<file path="config.mk">
export PLATFORM = sky130hd
export DESIGN_NAME = sbc_delay
export DESIGN_NICKNAME = d
export VERILOG_FILES = /design/src/design/segment_box_clip_defines.svh /design/src/design/sbc_pkg.sv /design/src/design/sbc_delay.sv
export SDC_FILE = /design/constraint.sdc
export NUM_CORES = 2
export LEC_CHECK = 0
export BUFFER_PORTS_ARGS = -buffer_cell sky130_fd_sc_hd__buf_2
export CAP_MARGIN = 20
export CORE_ASPECT_RATIO = 1.75
export CORE_MARGIN = 3
export CORE_UTILIZATION = 40
export CTS_CLUSTER_SIZE = 8
export DETAILED_ROUTE_END_ITERATION = 6
export PLACE_DENSITY_LB_ADDON = 0.15
export SKIP_LAST_GASP = 1
export SLEW_MARGIN = 40
export SYNTH_ARGS = -nofsm -noshare
export SYNTH_HDL_FRONTEND = slang
export SYNTH_SLANG_ARGS = --single-unit
</file>
<file path="constraint.sdc">
create_clock -name clock -period 1 [get_ports clock]
set_input_delay 0.1 -clock clock [delete_from_list [all_inputs] [get_ports clock]]
set_output_delay 0.1 -clock clock [all_outputs]
set_load 0.01 [all_outputs]
</file>
<file path="src/design/segment_box_clip_defines.svh">
// Assertion macros shared by the segment clipper RTL.
`ifndef SEGMENT_BOX_CLIP_DEFINES_SVH
`define SEGMENT_BOX_CLIP_DEFINES_SVH

// The consequent must hold in the same cycle as the antecedent.
`define SBC_ASSERT_SAME(name, clk, rst, ante, cons) \
   name: assert property (@(posedge clk) disable iff (rst) (ante) |-> (cons)) \
      else $error("segment_box_clip check failed");

// The consequent must hold in the cycle after the antecedent.
`define SBC_ASSERT_NEXT(name, clk, rst, ante, cons) \
   name: assert property (@(posedge clk) disable iff (rst) (ante) |=> (cons)) \
      else $error("segment_box_clip check failed");

`endif

</file>
<file path="src/design/sbc_pkg.sv">
// Shared types, constants and helper functions of the segment clipper.
`timescale 1ns / 1ps
package sbc_pkg;

   localparam int COORD_WIDTH = 32;
   localparam int FRAC_BITS   = 16;

   // Differences of two coordinates need one extra bit.
   localparam int EXT_W   = COORD_WIDTH + 1;
   localparam int QUO_W   = COORD_WIDTH + 1;
   localparam int DVD_W   = EXT_W + FRAC_BITS;
   localparam int WIDE_W  = 2 * COORD_WIDTH + 1;
   localparam int DIV_LAT = QUO_W + 2;
   localparam int CSR_IDX_W = 2;

   localparam logic signed [COORD_WIDTH-1:0] COORD_MAX = {1'b0, {(COORD_WIDTH-1){1'b1}}};
   localparam logic signed [COORD_WIDTH-1:0] COORD_MIN = {1'b1, {(COORD_WIDTH-1){1'b0}}};
   localparam logic signed [WIDE_W-1:0] WIDE_MAX =
      {{(WIDE_W-COORD_WIDTH+1){1'b0}}, {(COORD_WIDTH-1){1'b1}}};
   localparam logic signed [WIDE_W-1:0] WIDE_MIN =
      {{(WIDE_W-COORD_WIDTH+1){1'b1}}, {(COORD_WIDTH-1){1'b0}}};

   typedef enum logic [CSR_IDX_W-1:0] {
      CSR_LEFT   = 2'd0,
      CSR_RIGHT  = 2'd1,
      CSR_BOTTOM = 2'd2,
      CSR_TOP    = 2'd3
   } csr_idx_type;

   // Everything that travels alongside the dividers.
   typedef struct packed {
      logic                          valid;
      logic                          vert;
      logic                          flag;
      logic signed [COORD_WIDTH-1:0] ax;
      logic signed [COORD_WIDTH-1:0] ay;
      logic signed [COORD_WIDTH-1:0] bx;
      logic signed [COORD_WIDTH-1:0] by;
      logic signed [COORD_WIDTH-1:0] vl;
      logic signed [COORD_WIDTH-1:0] vr;
      logic                          vl_sat;
      logic                          vr_sat;
   } side_type;

   function automatic logic signed [COORD_WIDTH-1:0] sat_coord(
      input logic signed [WIDE_W-1:0] v);
      priority if (v > WIDE_MAX) begin
         return COORD_MAX;
      end else if (v < WIDE_MIN) begin
         return COORD_MIN;
      end else begin
         return v[COORD_WIDTH-1:0];
      end
   endfunction

   function automatic logic sat_hit(input logic signed [WIDE_W-1:0] v);
      return (v > WIDE_MAX) || (v < WIDE_MIN);
   endfunction

endpackage

</file>
<file path="src/design/sbc_delay.sv">
// Delay line that carries the item alongside a divider.
`timescale 1ns / 1ps
module sbc_delay (
   input  logic              clock,
   input  logic              reset,
   input  sbc_pkg::side_type in_side,
   output sbc_pkg::side_type out_side
);

   sbc_pkg::side_type pipe_ff [0:sbc_pkg::DIV_LAT-1];
   sbc_pkg::side_type pipe_in [0:sbc_pkg::DIV_LAT-1];

   always_comb begin
      pipe_in[0]       = in_side;
      pipe_in[0].valid = in_side.valid && !reset;
      for (int k = 1; k < sbc_pkg::DIV_LAT; k++) begin
         pipe_in[k]       = pipe_ff[k-1];
         pipe_in[k].valid = pipe_ff[k-1].valid && !reset;
      end
   end

   always_ff @(posedge clock) begin
      pipe_ff <= pipe_in;
   end

   assign out_side = pipe_ff[sbc_pkg::DIV_LAT-1];

endmodule

</file>
==> reports/metrics.yaml <==
clock_network:
  cts_tree: "done"
  cts_inserted_buffers: 936
  clock_path_buffers: 4
  cts.sink_count: 6895
  cts-htree-levels: 6
  worst_setup_hold_path_clk_slew_ps: 50
  ctsRootBufferMaster: "sky130_fd_sc_hd__clkbuf_16"
  clkLatencyLatePin_ps: 960
floorplanning:
  die_area_um2: 357000
  core_area_um2: 347000
  design.portCount: 396
  die_height_um: 788
  initial_core_util_pct: 40.3
  die_width_um: 453
  row_count: 286
synthesis:
  syn_area_um2: 140000
  synth.top_cells.by_count: "6895 x sky130_fd_sc_hd__dfxtp_1, 197 x sky130_fd_sc_hd__buf_4, 30 x sky130_fd_sc_hd__nor2b_1, 5 x sky130_fd_sc_hd__and2b_2, 3 x sky130_fd_sc_hd__buf_6"
  netlist_instances: 7130
  synthDominantCellAreaShare_pct: 98.8
  synth.most_common_cell: "sky130_fd_sc_hd__dfxtp_1"
  synth_sequential_area_ratio_pct: 98.8
  synth-edff-count: 0
  synth_nets: 7329
  yosys.cell_types.count: 5
  synth-warning-count: 0
  netlist_top_cells_area: "sky130_fd_sc_hd__dfxtp_1 99%, sky130_fd_sc_hd__buf_4 1.1%, sky130_fd_sc_hd__nor2b_1 0.13%"
  async_reset_ff_share_pct: 0
  ys_ff_latch: 6895
  synthFlopType: "sky130_fd_sc_hd__dfxtp_1"
  syn_area_per_cell_um2: 19.6
  synth_area_leader_cell: "sky130_fd_sc_hd__dfxtp_1"
drt:
  drtPass1Iterations: 4
  avgRoutedWirePerCell_um: 10.3
  post_drt_via_cell_ratio: 3.30
  drt_drc: 0
  drtIter0Drc: 1139
  vias: 44000
  wl_um: 138000
  drt.antenna.violating_nets: 0
placement:
  place.detailed.instances: 11900
  place.detailed.hpwl_um: 64300
  placed_cell_area_um2: 146000
  buffer_ports.inserted: 395
  gp_routability_congestion: 0.642
  pre_cts_ws_ps: 201
grt:
  grt_start_max_net_pins: 20
  grt_antenna_before_repair: 1
  grt.overflow.total: 0
  grt_pass1_vias: 49600
  grt.total_usage_pct: 7.64
  grt_first_pass_wirelength_um: 234000
hold_path:
  hold_depth: 0
  min_path_type: "flop to flop"
status:
  failed_checks: "negative setup slack"
  status: "finished with violations"
timing:
  setup_tns_ps: -88660
  clock_skew_ps: 70.4
  grt_setup_unrepaired: "true"
  layout_min_cycle_time_ps: 1480
  timing.final.max_slew_violations: 0
  fin_crit_sh_pct: 148
  timing.max_slew.rel_slack_pct: 73.8
  worst_slew_pin_slew_ps: 391
  final_hold_viol_count: 0
  worst_hold_slack_ps: 251
  setup_slack_ps: -483
  maximum_clock_rate_ghz: 0.674
  setup_violations: 198
critical_path:
  register_to_register_path_depth: 1
  timing.critical_path.from: "out_side[139]$_DFF_P_"
  reg2reg_to: "pipe_ff[3939]$_DFF_P_"
  worstSetupEndpointType: "output pin"
  crit_fanout: 1
  critical-path-max-stage-delay_ps: 320
  path_buf_inv: 1
  r2r_slack_ps: 270
  cp_top_family: "flip-flops"
  worstPathArrival_ps: 1380
  worst-setup-path-type: "flop to output pin"
  crit_path_top_delay_cell: "sky130_fd_sc_hd__dfxtp_2"
  worst-path-stages: 1
  critPathLaunchType: "flop"
  timing.rr.start: "pipe_ff[4136]$_DFF_P_"
  timing.critical_path.required_ps: 900
  critical_path.cell_chain: "buf_6"
  cp-endpoint: "out_side[139]"
cells_and_area:
  final_net_count: 8862
  layout-area-overhead-vs-synth_pct: 25.2
  layout.core_utilization_pct: 50.4
  fill_cells: 28000
  final_cell_count_no_fill: 13300
  final_design_area_no_fill_um2: 175000
  post_route_cells_drive_above_1_share_pct: 16.5
power_and_ir_drop:
  vdd_drop_max_mv: 1.70
  power_density_nw_per_um2: 3190
  fin_total_pwr_mw: 559
  power.leakage_nw: 73.6
job:
  max_cap_violations: 0
## per-layer routing
layer,share of wire [%],track usage [%],vias up
li1,-,-,24400
met1,50,10.0,17800
met2,38,10.2,1242
met3,7.2,2.96,582
met4,5.0,5.49,0
met5,0,0,-
## power breakdown
| part | switching, mW | total, mW | internal (mW) |
|---|---|---|---|
| Combinational | 0.641 | 2.30 | 1.66 |
| Clock | 99.0 | 263 | 164 |
| Sequential | 3.24 | 294 | 290 |
| Total | 103 | 559 | 456 |
## timing repair
action,4_1_cts,5_1_grt
gates resized for setup,18,72
setup buffers,0,0
hold buffers,398,0
setup endpoints to repair,197,197
hold endpoints to repair,231,0
## cell families after synthesis
logic type / count (synthesis) / synth area share, %
AND/OR/NAND/NOR: 35 / 0.166
flip-flops: 6895 / 98.8
buffers and inverters: 200 / 1.08
## registers in the layout, summed over array words and instances (netlist names)
signal,flops
out_side,197
pipe_ff,6698
## worst min-delay path by stage
| stage | start | endpoint | slack [ps] |
|---|---|---|---|
| finish | pipe_ff[3753]$_DFF_P_ | pipe_ff[3556]$_DFF_P_ | 250 |
| global placement | in_side[1] | pipe_ff[6699]$_DFF_P_ | 200 |
| global route | in_side[105] | pipe_ff[6803]$_DFF_P_ | 220 |
| floorplan | in_side[0] | pipe_ff[6698]$_DFF_P_ | 130 |
| detailed placement | in_side[99] | pipe_ff[6797]$_DFF_P_ | 200 |
| CTS | in_side[148] | pipe_ff[6846]$_DFF_P_ | 170 |
## layout make-up
class | instances | area [µm²] | share of cell area (%)
sequential | 6895 | 138000 | 78.9
clock buffer | 944 | 23600 | 13.5
timing repair buffer | 795 | 6260 | 3.58
tap | 4608 | 5770 | 3.30
clock inverter | 49 | 998 | 0.571
multi-input combinational | 35 | 231 | 0.132
antenna | 1 | 2.50 | 0.00143
## placed cells by master (no fill, tap or decap)
master                          instances
sky130_fd_sc_hd__clkinv_2               2
sky130_fd_sc_hd__buf_2                350
sky130_fd_sc_hd__dfxtp_2               45
sky130_fd_sc_hd__buf_6                 45
sky130_fd_sc_hd__inv_16                 5
sky130_fd_sc_hd__dfxtp_1             6850
sky130_fd_sc_hd__buf_4                  2
sky130_fd_sc_hd__clkbuf_8               1
sky130_fd_sc_hd__dlygate4sd3_1        398
sky130_fd_sc_hd__clkbuf_16            942
sky130_fd_sc_hd__diode_2                1
sky130_fd_sc_hd__inv_6                 13
sky130_fd_sc_hd__clkinv_16             22
sky130_fd_sc_hd__and2b_2                5
sky130_fd_sc_hd__clkinv_8               7
sky130_fd_sc_hd__clkbuf_1               1
sky130_fd_sc_hd__nor2b_1               30
(Power assumes the default switching activity.)
